<file path="src/i2cm_pkg.sv">
// shared types and codes for the i2c master bit engine
`default_nettype none

package i2cm_pkg;

   // bus command codes carried by the action field
   typedef enum logic [2:0] {
      ACT_NONE  = 3'd0,
      ACT_START = 3'd1,
      ACT_STOP  = 3'd2,
      ACT_ACK   = 3'd3,
      ACT_NACK  = 3'd4,
      ACT_WAIT  = 3'd5,
      ACT_SEND  = 3'd6,
      ACT_RECV  = 3'd7
   } action_type;

   // outcome of the last finished command
   typedef enum logic [1:0] {
      ST_OK         = 2'd0,
      ST_BUS_BUSY   = 2'd1,
      ST_STUCK_HIGH = 2'd2,
      ST_NO_ACK     = 2'd3
   } status_type;

   localparam int unsigned TICK_W       = 16;
   localparam logic [TICK_W-1:0] PHASE_TICKS_RESET = 16'd50;
   localparam logic [3:0] BITS_PER_BYTE = 4'd8;

   // everything the engine keeps from one tick to the next
   typedef struct packed {
      action_type        kind;
      logic [2:0]        phase_index;
      logic [3:0]        bit_index;
      logic [7:0]        shift_byte;
      logic [TICK_W-1:0] tick_count;
      logic              scl_drive;
      logic              sda_drive;
      status_type        last_status;
      logic [7:0]        held_byte;
   } bus_state_type;

   // one result word
   typedef struct packed {
      logic       scl_level;
      logic       sda_level;
      logic       busy_res;
      logic       done_res;
      logic [7:0] read_data;
      status_type status;
   } result_type;

   // line drives touched when a phase is entered
   typedef struct packed {
      logic       scl;
      logic       sda;
      logic [7:0] shift;
   } drive_type;

endpackage

`default_nettype wire

</file>
<file path="src/i2cm_step.sv">
// next-state and result logic for one bus tick of the i2c master
`default_nettype none

module i2cm_step (
   input  wire i2cm_pkg::bus_state_type state_ff,
   input  wire logic [2:0]               action,
   input  wire logic [7:0]               send_data,
   input  wire logic                     sda_line,
   input  wire logic [15:0]              phase_ticks,
   output i2cm_pkg::bus_state_type       state_in,
   output i2cm_pkg::result_type          result
);

   // drives set on entry to a phase
   function automatic i2cm_pkg::drive_type enter_phase(i2cm_pkg::action_type kind,
                                                       logic [2:0] p,
                                                       i2cm_pkg::drive_type d);
      i2cm_pkg::drive_type r;
      r = d;
      unique case (kind)
         i2cm_pkg::ACT_START: begin
            if (p == 3'd0) begin
               r.sda = 1'b1;
               r.scl = 1'b1;
            end else begin
               r.sda = 1'b0;
            end
         end
         i2cm_pkg::ACT_STOP: begin
            if (p == 3'd0) r.scl = 1'b0;
            else if (p == 3'd1) r.sda = 1'b0;
            else if (p == 3'd2) r.scl = 1'b1;
            else r.sda = 1'b1;
         end
         i2cm_pkg::ACT_ACK, i2cm_pkg::ACT_NACK: begin
            if (p == 3'd0) r.scl = 1'b0;
            else if (p == 3'd1) r.sda = (kind == i2cm_pkg::ACT_NACK);
            else if (p == 3'd2) r.scl = 1'b1;
            else r.scl = 1'b0;
         end
         i2cm_pkg::ACT_WAIT: begin
            if (p == 3'd0) r.scl = 1'b0;
            else if (p == 3'd1) r.sda = 1'b1;
            else r.scl = 1'b1;
         end
         i2cm_pkg::ACT_SEND: begin
            if (p == 3'd0) begin
               r.scl = 1'b0;
            end else if (p == 3'd1) begin
               r.sda   = d.shift[7];
               r.shift = {d.shift[6:0], 1'b0};
            end else begin
               r.scl = 1'b1;
            end
         end
         i2cm_pkg::ACT_RECV: begin
            r.scl = (p != 3'd0);
         end
         i2cm_pkg::ACT_NONE: begin
            r = d;
         end
      endcase
      return r;
   endfunction

   i2cm_pkg::bus_state_type nxt;
   i2cm_pkg::action_type    act;
   i2cm_pkg::drive_type     drv;
   logic [15:0]             tick_inc;
   logic [15:0]             limit;
   logic [3:0]              bit_inc;
   logic [2:0]              phase_inc;
   logic [7:0]              recv_byte;
   logic                    finish;
   logic                    busy;
   logic                    done;

   always_comb begin
      nxt       = state_ff;
      act       = i2cm_pkg::action_type'(action);
      drv       = '0;
      busy      = 1'b0;
      done      = 1'b0;
      finish    = 1'b0;
      tick_inc  = state_ff.tick_count + 16'd1;
      limit     = (phase_ticks == 16'd0) ? 16'd1 : phase_ticks;
      bit_inc   = state_ff.bit_index + 4'd1;
      phase_inc = state_ff.phase_index + 3'd1;
      recv_byte = {state_ff.shift_byte[6:0], sda_line};

      if (state_ff.kind == i2cm_pkg::ACT_NONE) begin
         // idle: an action word launches a command in phase 0
         if (act != i2cm_pkg::ACT_NONE) begin
            nxt.kind        = act;
            nxt.phase_index = 3'd0;
            nxt.bit_index   = 4'd0;
            nxt.tick_count  = 16'd0;
            if (act == i2cm_pkg::ACT_SEND) begin
               nxt.shift_byte = send_data;
            end else if (act == i2cm_pkg::ACT_RECV) begin
               nxt.shift_byte = 8'd0;
               nxt.sda_drive  = 1'b1;
            end
            drv = enter_phase(act, 3'd0, {nxt.scl_drive, nxt.sda_drive, nxt.shift_byte});
            nxt.scl_drive  = drv.scl;
            nxt.sda_drive  = drv.sda;
            nxt.shift_byte = drv.shift;
            busy = 1'b1;
         end
      end else if (tick_inc >= limit) begin
         // last tick of a phase: sample, then advance or finish
         nxt.tick_count = 16'd0;
         unique case (state_ff.kind)
            i2cm_pkg::ACT_START: begin
               if (state_ff.phase_index == 3'd0 && !sda_line) begin
                  nxt.last_status = i2cm_pkg::ST_BUS_BUSY;
                  finish = 1'b1;
               end else if (state_ff.phase_index == 3'd1 && sda_line) begin
                  nxt.last_status = i2cm_pkg::ST_STUCK_HIGH;
                  finish = 1'b1;
               end else if (state_ff.phase_index >= 3'd2) begin
                  nxt.last_status = i2cm_pkg::ST_OK;
                  finish = 1'b1;
               end else begin
                  nxt.phase_index = phase_inc;
               end
            end
            i2cm_pkg::ACT_STOP, i2cm_pkg::ACT_ACK, i2cm_pkg::ACT_NACK: begin
               if (state_ff.phase_index >= 3'd3) begin
                  nxt.last_status = i2cm_pkg::ST_OK;
                  finish = 1'b1;
               end else begin
                  nxt.phase_index = phase_inc;
               end
            end
            i2cm_pkg::ACT_WAIT: begin
               if (state_ff.phase_index >= 3'd2) begin
                  nxt.last_status = sda_line ? i2cm_pkg::ST_NO_ACK : i2cm_pkg::ST_OK;
                  nxt.scl_drive   = 1'b0;
                  finish = 1'b1;
               end else begin
                  nxt.phase_index = phase_inc;
               end
            end
            i2cm_pkg::ACT_SEND: begin
               if (state_ff.phase_index >= 3'd2) begin
                  nxt.bit_index = bit_inc;
                  if (bit_inc >= i2cm_pkg::BITS_PER_BYTE) begin
                     nxt.scl_drive   = 1'b0;
                     nxt.last_status = i2cm_pkg::ST_OK;
                     finish = 1'b1;
                  end else begin
                     nxt.phase_index = 3'd0;
                  end
               end else begin
                  nxt.phase_index = phase_inc;
               end
            end
            i2cm_pkg::ACT_RECV: begin
               if (state_ff.phase_index >= 3'd1) begin
                  nxt.shift_byte = recv_byte;
                  nxt.bit_index  = bit_inc;
                  if (bit_inc >= i2cm_pkg::BITS_PER_BYTE) begin
                     nxt.held_byte   = recv_byte;
                     nxt.scl_drive   = 1'b0;
                     nxt.last_status = i2cm_pkg::ST_OK;
                     finish = 1'b1;
                  end else begin
                     nxt.phase_index = 3'd0;
                  end
               end else begin
                  nxt.phase_index = phase_inc;
               end
            end
            i2cm_pkg::ACT_NONE: begin
               finish = 1'b1;
            end
         endcase

         if (finish) begin
            nxt.kind        = i2cm_pkg::ACT_NONE;
            nxt.phase_index = 3'd0;
            nxt.bit_index   = 4'd0;
            done = 1'b1;
         end else begin
            drv = enter_phase(nxt.kind, nxt.phase_index,
                              {nxt.scl_drive, nxt.sda_drive, nxt.shift_byte});
            nxt.scl_drive  = drv.scl;
            nxt.sda_drive  = drv.sda;
            nxt.shift_byte = drv.shift;
            busy = 1'b1;
         end
      end else begin
         // mid-phase: just count
         nxt.tick_count = tick_inc;
         busy = 1'b1;
      end
   end

   // outputs reflect the state after this tick
   assign state_in         = nxt;
   assign result.scl_level = nxt.scl_drive;
   assign result.sda_level = nxt.sda_drive;
   assign result.busy_res  = busy;
   assign result.done_res  = done;
   assign result.read_data = nxt.held_byte;
   assign result.status    = nxt.last_status;

endmodule

`default_nettype wire

</file>
<file path="src/i2c_master_bit_engine.sv">
// top level of the i2c master bit engine: input register, tick logic, result register
// a word goes from the input register through the tick logic into the result register
// throughput: one word per cycle while rsp_ready holds; bus state steps once per word
// reset: synchronous, active high; lines released, engine idle, phase_ticks back to 50
`default_nettype none

module i2c_master_bit_engine (
   input  wire logic        clock,
   input  wire logic        reset,
   input  wire logic        req_valid,
   output logic             req_ready,
   input  wire logic [2:0]  req_action,
   input  wire logic [7:0]  req_send_data,
   input  wire logic        req_sda_line,
   output logic             rsp_valid,
   input  wire logic        rsp_ready,
   output logic             rsp_scl_level,
   output logic             rsp_sda_level,
   output logic             rsp_busy_res,
   output logic             rsp_done_res,
   output logic [7:0]       rsp_read_data,
   output logic [1:0]       rsp_status,
   input  wire logic        csr_wr_en,
   input  wire logic [15:0] csr_wr_data
);

   logic                    in_valid_ff;
   logic [2:0]              in_action_ff;
   logic [7:0]              in_data_ff;
   logic                    in_sda_ff;
   logic                    out_valid_ff;
   i2cm_pkg::result_type    out_ff;
   i2cm_pkg::bus_state_type state_ff;
   i2cm_pkg::bus_state_type state_in;
   i2cm_pkg::result_type    result_in;
   logic [15:0]             phase_ticks_ff;
   logic                    advance;

   // a word moves to the result register when that register is free or draining
   assign advance   = in_valid_ff && (!out_valid_ff || rsp_ready);
   assign req_ready = !in_valid_ff || advance;

   // phase length register
   always_ff @(posedge clock) begin
      if (reset) begin
         phase_ticks_ff <= i2cm_pkg::PHASE_TICKS_RESET;
      end else if (csr_wr_en) begin
         phase_ticks_ff <= csr_wr_data;
      end
   end

   // input register
   always_ff @(posedge clock) begin
      if (reset) begin
         in_valid_ff <= 1'b0;
      end else if (req_ready) begin
         in_valid_ff <= req_valid;
      end
   end

   always_ff @(posedge clock) begin
      if (req_valid && req_ready) begin
         in_action_ff <= req_action;
         in_data_ff   <= req_send_data;
         in_sda_ff    <= req_sda_line;
      end
   end

   // tick logic
   i2cm_step u_step (
      .state_ff    (state_ff),
      .action      (in_action_ff),
      .send_data   (in_data_ff),
      .sda_line    (in_sda_ff),
      .phase_ticks (phase_ticks_ff),
      .state_in    (state_in),
      .result      (result_in)
   );

   // bus state steps once per word
   always_ff @(posedge clock) begin
      if (reset) begin
         state_ff.kind        <= i2cm_pkg::ACT_NONE;
         state_ff.phase_index <= 3'd0;
         state_ff.bit_index   <= 4'd0;
         state_ff.shift_byte  <= 8'd0;
         state_ff.tick_count  <= 16'd0;
         state_ff.scl_drive   <= 1'b1;
         state_ff.sda_drive   <= 1'b1;
         state_ff.last_status <= i2cm_pkg::ST_OK;
         state_ff.held_byte   <= 8'd0;
      end else if (advance) begin
         state_ff <= state_in;
      end
   end

   // result register
   always_ff @(posedge clock) begin
      if (reset) begin
         out_valid_ff <= 1'b0;
      end else if (advance) begin
         out_valid_ff <= 1'b1;
      end else if (rsp_ready) begin
         out_valid_ff <= 1'b0;
      end
   end

   always_ff @(posedge clock) begin
      if (advance) begin
         out_ff <= result_in;
      end
   end

   assign rsp_valid     = out_valid_ff;
   assign rsp_scl_level = out_ff.scl_level;
   assign rsp_sda_level = out_ff.sda_level;
   assign rsp_busy_res  = out_ff.busy_res;
   assign rsp_done_res  = out_ff.done_res;
   assign rsp_read_data = out_ff.read_data;
   assign rsp_status    = out_ff.status;

`ifndef SYNTH
   // a finishing tick never also reports busy
   assert property (@(posedge clock) disable iff (reset)
      rsp_valid |-> !(rsp_busy_res && rsp_done_res))
      else $error("result word both busy and done");

   // idle engine holds cleared phase and bit counters
   assert property (@(posedge clock) disable iff (reset)
      (state_ff.kind == i2cm_pkg::ACT_NONE) |->
         (state_ff.phase_index == 3'd0 && state_ff.bit_index == 4'd0))
      else $error("idle engine with stale counters");

   // bit counter never rests at a full byte
   assert property (@(posedge clock) disable iff (reset)
      state_ff.bit_index < i2cm_pkg::BITS_PER_BYTE)
      else $error("bit counter out of range");

   // a stalled result register blocks the state update
   assert property (@(posedge clock) disable iff (reset)
      (rsp_valid && !rsp_ready) |=> $stable(state_ff))
      else $error("state moved while result stalled");
`endif

endmodule

`default_nettype wire
</file>
<file path="config.mk">
export PLATFORM = sky130hd
export DESIGN_NAME = i2c_master_bit_engine
export DESIGN_NICKNAME = d
export VERILOG_FILES = /design/src/i2cm_pkg.sv /design/src/i2cm_step.sv /design/src/i2c_master_bit_engine.sv
export SDC_FILE = /design/constraint.sdc
export NUM_CORES = 1
export LEC_CHECK = 0
export BUFFER_PORTS_ARGS = -buffer_cell sky130_fd_sc_hd__buf_2
export CAP_MARGIN = 20
export CELL_PAD_IN_SITES_DETAIL_PLACEMENT = 0
export CELL_PAD_IN_SITES_GLOBAL_PLACEMENT = 1
export CORE_MARGIN = 5
export CORE_UTILIZATION = 46
export CTS_CLUSTER_DIAMETER = 40
export DETAILED_ROUTE_END_ITERATION = 8
export PLACE_DENSITY_LB_ADDON = 0.1
export SLEW_MARGIN = 20
export SYNTH_ARGS = -nofsm -noshare
export SYNTH_HDL_FRONTEND = slang
export SYNTH_SLANG_ARGS = --single-unit
</file>
<file path="constraint.sdc">
create_clock -name clock -period 5.7 [get_ports clock]
set_input_delay 0.285 -clock clock [delete_from_list [all_inputs] [get_ports clock]]
set_output_delay 0.285 -clock clock [all_outputs]
set_load 0.05 [all_outputs]
</file>
Yosys cells after proc, flatten, opt, wreduce, memory -nomap -nowiden
Index checks and enable logic that the tools add are counted. Widths: inputs -> output; s select.

Bits in registers: 90. Word-level logic and storage cells: 170.

Reduce and logical (&&, ||, !) cells: 30. Add/subtract/negate cells: 3. Bitwise logic cells: 1. Magnitude comparators: 5. Equal/unequal tests: 21. Muxes and demuxes: 89.

Operators by type and width (number): $mux 36 (2); $mux 12 (5); $mux 8 (6); $mux 1 (40); $mux 10 (4); $mux 16 (2); $mux 3 (9); $eq 3x3->1 const B (8); $mux 18 (1); $mux 2 (9); $mux 9 (2); $add 16x1->16 const B (1); $ge 16x16->1 (1); $logic_not 16->1 (1); $eq 3x2->1 const B (5); $pmux 1 s5 (3); $pmux 3 s5 (1); $eq 3x1->1 const B (4); $logic_not 3->1 (4); $pmux 2 s5 (1); $ne 4x1->1 const B (2); $pmux 4 s2 (1); $reduce_and 4->1 (2); $ge 3x2->1 const B (2); other kinds (21) (33).

Longest topological paths before layout
Gate-level depths: netlist of run 1.

Depth in word-level cells: 15. Depth in mapped cells: 19.

Cells and area by module
From an unflattened synthesis of run 1, not the netlist that was laid out.

Cell total of the unflattened synthesis: 643. Area total of the unflattened synthesis: 5904.4 um^2.

By module, submodules not included: i2c_master_bit_engine (times used 1, cells each 287, sequential area each 2062.0 um^2, area each 3512.1 um^2); i2cm_step (times used 1, cells each 356, sequential area each 0.0 um^2, area each 2392.3 um^2).

Worst setup path before layout of run 1
OpenSTA, ideal clock, no wires.

Path kind: register to register. From: register, netlist name state_ff[12]. To: register, netlist name state_ff[0]. Period minus slack after synthesis: 4150 ps. Buffers on the path: 2. Path slack: 1550 ps. Library setup time: 128 ps. Data arrival time: 4023 ps. Cell stages (with the launch flop): 19. Cell sequence: dfxtp_1 -> ha_1 -> and3_1 -> and3_1 -> and3_1 -> and3_1 -> clkbuf_1 -> nand3_1 -> xnor2_1 -> ha_1 -> nand4_1 -> nor2_1 -> a2111oi_0 -> a21o_1 -> nor4_2 -> and2_0 -> buf_2 -> mux2i_1 -> nor2_1.

Word-level cells in the longest chain between the ends: 4.

Ends and longest elaborated chain: $add 16x1->16 (line i2cm_step.sv:85) `tick_inc = state_ff.tick_count + 16'd1;`; $ge 16x16->1 (line i2cm_step.sv:110) `end else if (tick_inc >= limit) begin`; $mux 12 (line i2cm_step.sv:110); $mux 10 (line i2cm_step.sv:91) `if (state_ff.kind == i2cm_pkg::ACT_NONE) begin`.

Every way passes these cells. A chain may end at the register's enable or synchronous reset.

Final worst setup path of run 1
From: register, netlist name state_ff[12]. To: register, netlist name state_ff[0].

Word-level cells in the longest chain between the ends: 4.

Ends and longest elaborated chain (line): $add 16x1->16 (i2cm_step.sv:85); $ge 16x16->1 (i2cm_step.sv:110); $mux 12 (i2cm_step.sv:110); $mux 10 (i2cm_step.sv:91).

Every way passes these cells.

==> results of run 1 <==
cell usage after synthesis, drive strengths merged (2+ instances only):
master    n
o211ai    4
mux2i    24
xor2     10
a21o      6
nor2b     7
o21a      2
a211o     2
buf      11
o32ai     2
and3     13
o31ai     2
nor3b     2
a2111oi   2
or3       3
nor4     10
nand2    40
a22oi    10
nand4     5
o21ai    29
edfxtp   26
a32o      3
a22o      4
a211oi   10
a31oi     8
ha       23
nand3b   11
a31o      3
dfxtp    64
and2      6
inv      22
xnor2     7
mux2     18
nor2     61
nand3    14
a2111o    2
nor3     10
o21bai    2
clkbuf   16
a21oi    32
nand2b    8
worst paths after layout:
kind,startpoint,endpoint,cells past startpoint
worst min register to register,state_ff[27]$_SDFFE_PP0P_,state_ff[27]$_SDFFE_PP0P_,2
worst min-delay path,req_sda_line,in_sda_ff$_DFFE_PP_,1
worst max register to register,state_ff[12]$_SDFFE_PP0P_,state_ff[0]$_SDFFE_PP0P_,16
worst max-delay path,state_ff[12]$_SDFFE_PP0P_,state_ff[0]$_SDFFE_PP0P_,16
layer usage:
metal | up-vias | routed length (um) | global-route usage [%]
li1 | 2082 | - | -
met1 | 1961 | 5570 | 23.9
met2 | 82 | 6120 | 33.2
met3 | 19 | 407 | 3.54
met4 | 0 | 281 | 8.55
met5 | - | 0 | 0
cell families (layout without fill, tap and decap cells):
group           Yosys count  after routing
mux                      42             42
xor+xnor                 17             17
compound gates          133            133
fa+ha+maj                23             23
buf+inv                  50             92
simple gates            192            192
flops                    90             90
sequential cells by signal (all words and copies together), names as in the netlist, 2 cells and up:
name	count
rsp_read_data	8
in_action_ff	3
phase_ticks_ff	16
rsp_status	2
state_ff	46
in_data_ff	8
power by group through the flow:
stage,sequential [uW],clock [uW],combinational (uW)
floorplan,725,0,117
global placement,720,0,177
detailed placement,721,0,179
CTS,706,426,180
global route,710,460,198
finish,706,417,179
worst max-delay path, stage by stage, from the launching register on:
cell and delay (ps):
dfxtp_1 420, ha_1 270, and3_1 200, and3_1 230, and3_1 240, and3_1 270
nand3_1 120, xnor2_1 170, ha_1 330, nand4_1 160, nor2_1 200, o2111ai_1 210
a21o_1 310, nor4_2 930, and2_0 660, mux2i_1 270, nor2_1 60
layout make-up:
type / instances / area [um2]
repair buffers: 53 / 278
multi-input cells: 407 / 2760
flip-flops and latches: 90 / 2060
clock buffers: 10 / 128
inverters: 23 / 86.3
well taps: 140 / 175
fillers: 1030 / 5260
clock inverters: 6 / 48.8
per-stage QoR:
| stage | total power [uW] | utilization, % | hold slack [ps] | instances | cell area (um2) |
|---|---|---|---|---|---|
| floorplan | 842 | - | 384 | 547 | 5030 |
| finish | 1300 | 51.3 | 74.0 | 729 | 5540 |
| global route | 1370 | 51.3 | 55.0 | 729 | 5540 |
| detailed placement | 899 | 49.6 | 464 | 713 | 5360 |
| CTS | 1310 | 51.3 | 63.9 | 729 | 5530 |
| global placement | 897 | 49.6 | 463 | 713 | 5360 |
==> impl_metrics.py, run 1 <==
metrics = {
    "cells_and_area": {
        "fin_nets": 640,
        "area_growth_pct": 10.1,
        "layout_commonest_cell": "dfxtp_1",
        "antenna_cells": 0,
        "final_cell_mix": "64 x dfxtp_1, 61 x nor2_1, 48 x buf_2, 40 x nand2_1, 30 x a21oi_1",
        "drive_above_1_share_pct": 14.8,
    },
    "grt": {
        "antenna_found_initial": 0,
        "grt_pass1_wl_mm": 20.1,
        "track_usage_pct": 19.4,
        "overflow": 0,
        "first_global_vias": 4055,
        "grt_max_degree": 61,
    },
    "place": {
        "gp_congestion": 0.800,
        "portBuffers": 48,
        "dpl_worst_slack_ps": 718,
        "dp_hpwl_mm": 8.82,
    },
    "cts": {
        "clkTransAtPathRegs_ps": 100,
        "post_cts_buffers": 0,
        "clock_sinks": 90,
        "ctsRootBufferMaster": "clkbuf_8",
        "clk_latency_ps": 380,
        "cts_tree": "done",
        "cts_hold_buffers": 0,
        "cts_buffer_depth": 2,
        "h-tree-depth": 3,
        "cts_resized": 0,
        "cts_made_buffers": 9,
    },
    "floorplan": {
        "die_y_um": 115,
        "die-area_um2": 13100,
        "pin_count": 49,
        "die_width_um": 115,
        "start_util_pct": 46.6,
        "coreArea_um2": 10800,
        "rows": 38,
    },
    "yosys": {
        "synthCells": 547,
        "synth_xor_area_share_pct": 2.96,
        "synth_top_family_by_area": "simple AND/OR/NAND/NOR gates",
        "syn_nets": 603,
        "synth.area.mux_share_pct": 8.96,
        "async_reset_ff_share_pct": 0,
        "synth_top_area_share_pct": 25.5,
        "synth_area_um2": 5030,
        "synth_warnings": 0,
        "synth_cell_types": 63,
        "ys_top_cells_by_area": "dfxtp_1 25%, edfxtp_1 16%, ha_1 5.7%",
        "synth_seq_area_share_pct": 41.0,
        "synth_edf_count": 26,
        "synth.avg_cell_area_um2": 9.20,
        "synth-main-ff-cell": "dfxtp_1",
        "synth_top_area_cell": "dfxtp_1",
        "synthSimpleGateAreaFrac_pct": 19.1,
        "synthAdderAreaFrac_pct": 5.72,
        "synth_seq_cells": 90,
        "synth-compound-area-share_pct": 18.1,
    },
    "worst_setup_path": {
        "end_kind": "register",
        "crit_arrival_ps": 5410,
        "crit_fanout": 9,
        "path_class": "register to register",
        "required_ps": 5950,
        "r2r_setup_slack_ps": 550,
        "start_kind": "register",
    },
    "route": {
        "wirelength_mm": 12.4,
        "drc": 0,
        "ant_nets": 0,
        "drt_iter0_drc": 236,
        "wire_per_inst_um": 17.0,
        "vias": 4144,
        "firstDrtPassIters": 4,
        "vias_per_cell": 5.68,
    },
    "status": {
        "status": "finished clean",
    },
    "power_and_ir_drop": {
        "seqPwrFrac_pct": 54.2,
        "p_per_area_nw_per_um2": 235,
        "leakage_uw": 0.00223,
        "p_int_uw": 910,
        "max-vdd-ir-drop_v": 0.000129,
        "pwr-share-clk_pct": 32.0,
        "netSwitchingFraction_pct": 30.1,
        "p_switching_uw": 393,
        "combPwrFrac_pct": 13.8,
    },
    "sta": {
        "finalCritPeriodShare_pct": 90.4,
        "hold_viol": 0,
        "rsz0062_at_grt": "no",
        "slew_violations": 0,
        "relSlewSlack_pct": 30.6,
        "fin_worst_skew_ps": 13.2,
        "worstMarginPinSlew_ps": 1030,
        "finalSetupTns_ps": 0,
        "layout_setup_ws_ps": 546,
        "max_freq_mhz": 194,
        "setup-violations-final": 0,
        "finalCriticalPeriod_ps": 5150,
    },
    "run": {
        "drv_cap": 0,
    },
    "worst_hold_path": {
        "hp-class": "input pin to register",
    },
}
(Power assumes the default switching activity.)
==> run 2, diff against run 1 <==
Settings changed: CORE_MARGIN 5 to 2, RECOVER_POWER from default to 100.
==> run 2 against run 1 <==
Against the previous run: core utilization down 0.15 points; largest cell class unchanged; highest routed layer unchanged; critical endpoint is now state_ff[5]$_SDFFE_PP0P_; the run now ends with max-capacitance violations, max-slew violations left; sequential share of layout area grew 0.27 points; clock-buffer cell count stayed put; worst hold slack gained 3.3 ps; via count fell by 0.60%; combinational power decreased by 2%; critical path depth did not move; total power fell by 0.49%.
==> impl_metrics.py, run 2 (synthesized netlist as in run 1, its figures left out) <==
metrics = {
    "route": {
        "ant_nets": 0,
        "wirelength_mm": 11.6,
        "vias": 4119,
        "vias_per_cell": 5.66,
        "wire_per_inst_um": 15.9,
        "drt_iter0_drc": 191,
        "drc": 0,
        "firstDrtPassIters": 5,
    },
    "power_and_ir_drop": {
        "p_per_area_nw_per_um2": 236,
        "p_total_uw": 1300,
        "max-vdd-ir-drop_v": 0.000127,
        "leakage_uw": 0.00217,
    },
    "worst_setup_path": {
        "end_kind": "register",
        "start_kind": "register",
        "crit_arrival_ps": 5200,
        "path_class": "register to register",
        "reg2reg_depth": 16,
        "crit_fanout": 9,
        "required_ps": 5860,
        "r2r_setup_slack_ps": 660,
        "rr_startpoint": "state_ff[12]$_SDFFE_PP0P_",
        "r2r_end": "state_ff[5]$_SDFFE_PP0P_",
    },
    "cells_and_area": {
        "top_regs": "state_ff x46, phase_ticks_ff x16",
        "drive_above_1_share_pct": 11.1,
        "regMostFlops": "state_ff",
        "fillers": 1055,
        "fin_nets": 639,
        "layout_commonest_cell": "dfxtp_1",
        "final_cell_mix": "64 x dfxtp_1, 61 x nor2_1, 40 x nand2_1, 31 x a21oi_1, 31 x buf_2",
        "largest_reg_flops": 46,
        "antenna_cells": 0,
        "area_growth_pct": 9.30,
    },
    "cts": {
        "cts_buffer_depth": 2,
        "clkTransAtPathRegs_ps": 100,
        "post_cts_buffers": 0,
        "h-tree-depth": 3,
        "clock_sinks": 90,
        "cts_resized": 0,
        "ctsRootBufferMaster": "clkbuf_8",
        "cts_tree": "done",
        "cts_made_buffers": 9,
        "clk_latency_ps": 370,
        "cts_hold_buffers": 0,
    },
    "grt": {
        "track_usage_pct": 20.7,
        "grt_max_degree": 61,
        "overflow": 0,
        "grt_pass1_wl_mm": 18.8,
        "antenna_found_initial": 0,
        "first_global_vias": 3818,
    },
    "sta": {
        "finalCritPeriodShare_pct": 88.4,
        "finalSetupTns_ps": 0,
        "worstMarginPinSlew_ps": 2700,
        "relSlewSlack_pct": -79.7,
        "hold_viol": 0,
        "slew_violations": 61,
        "finalCriticalPeriod_ps": 5040,
        "max_freq_mhz": 198,
        "setup-violations-final": 0,
        "fin_worst_skew_ps": 14.1,
        "rsz0062_at_grt": "no",
    },
    "worst_hold_path": {
        "hp-class": "input pin to register",
        "hold_path_depth": 1,
        "worstHoldStart": "req_send_data[4]",
        "hold_end": "in_data_ff[4]$_DFFE_PP_",
    },
    "place": {
        "gp_congestion": 0.941,
        "dp_hpwl_mm": 8.23,
        "portBuffers": 48,
    },
    "floorplan": {
        "pin_count": 49,
        "rows": 38,
        "die_y_um": 109,
        "coreArea_um2": 10700,
        "start_util_pct": 46.8,
        "die_width_um": 109,
        "die-area_um2": 11800,
    },
    "status": {
        "status": "finished with violations",
        "violations": "max-capacitance violations, max-slew violations",
    },
    "run": {
        "drv_cap": 1,
    },
}
run 2: cell type report:
cell class	instances	area [um2]	area share, %
clock buffers	10	128	2.32
clock inverters	6	48.8	0.888
inverters	23	86.3	1.57
multi-input cells	407	2760	50.1
flip-flops and latches	90	2060	37.5
well taps	140	175	3.19
repair buffers	52	241	4.39
run 2: metrics by stage:
stage | instance area [um2] | hold slack, ps | setup WS (ps) | util (%) | std cells
floorplan | 5030 | 384 | 1550 | - | 547
global placement | 5350 | 457 | 891 | 49.8 | 712
detailed placement | 5350 | 463 | 756 | 49.8 | 712
CTS | 5530 | 61.7 | 699 | 51.4 | 728
global route | 5500 | 52.0 | 122 | 51.2 | 728
finish | 5500 | 77.2 | 662 | 51.2 | 728
run 2: how the worst max path moves through the flow:
stage,startpoint,to,cells past startpoint
finish,state_ff[12]$_SDFFE_PP0P_,state_ff[5]$_SDFFE_PP0P_,16
global route,state_ff[12]$_SDFFE_PP0P_,state_ff[0]$_SDFFE_PP0P_,16
CTS,state_ff[12]$_SDFFE_PP0P_,state_ff[5]$_SDFFE_PP0P_,16
detailed placement,state_ff[12]$_SDFFE_PP0P_,state_ff[5]$_SDFFE_PP0P_,16
global placement,state_ff[12]$_SDFFE_PP0P_,state_ff[0]$_SDFFE_PP0P_,16
floorplan,state_ff[12]$_SDFFE_PP0P_,state_ff[0]$_SDFFE_PP0P_,18
run 2: per-layer routing:
layer,GRT usage [%],up-vias,share of wire (%)
li1,-,2069,-
met1,26.4,1955,44
met2,34.9,79,50
met3,4.34,16,4.4
met4,6.59,0,1.7
met5,0,-,0
run 2: critical path, stage by stage, from the launching register on:
cell and delay (ps):
dfxtp_1 440, ha_1 280, and3_1 190, and3_1 230, and3_1 240, and3_1 280, nand3_1 120, xnor2_1 160
ha_1 310, nand4_1 120, nor2_1 160, a2111oi_0 180, a21o_1 310, nor4_2 840, and2_0 660, mux2i_1 260
nor2_1 60
run 2: power breakdown:
part           internal [uW]  switching (uW)  leakage (uW)
registers                681            23.6      0.000762
logic                   61.0             114       0.00132
clock network            165             251     0.0000920
total                    908             388       0.00217
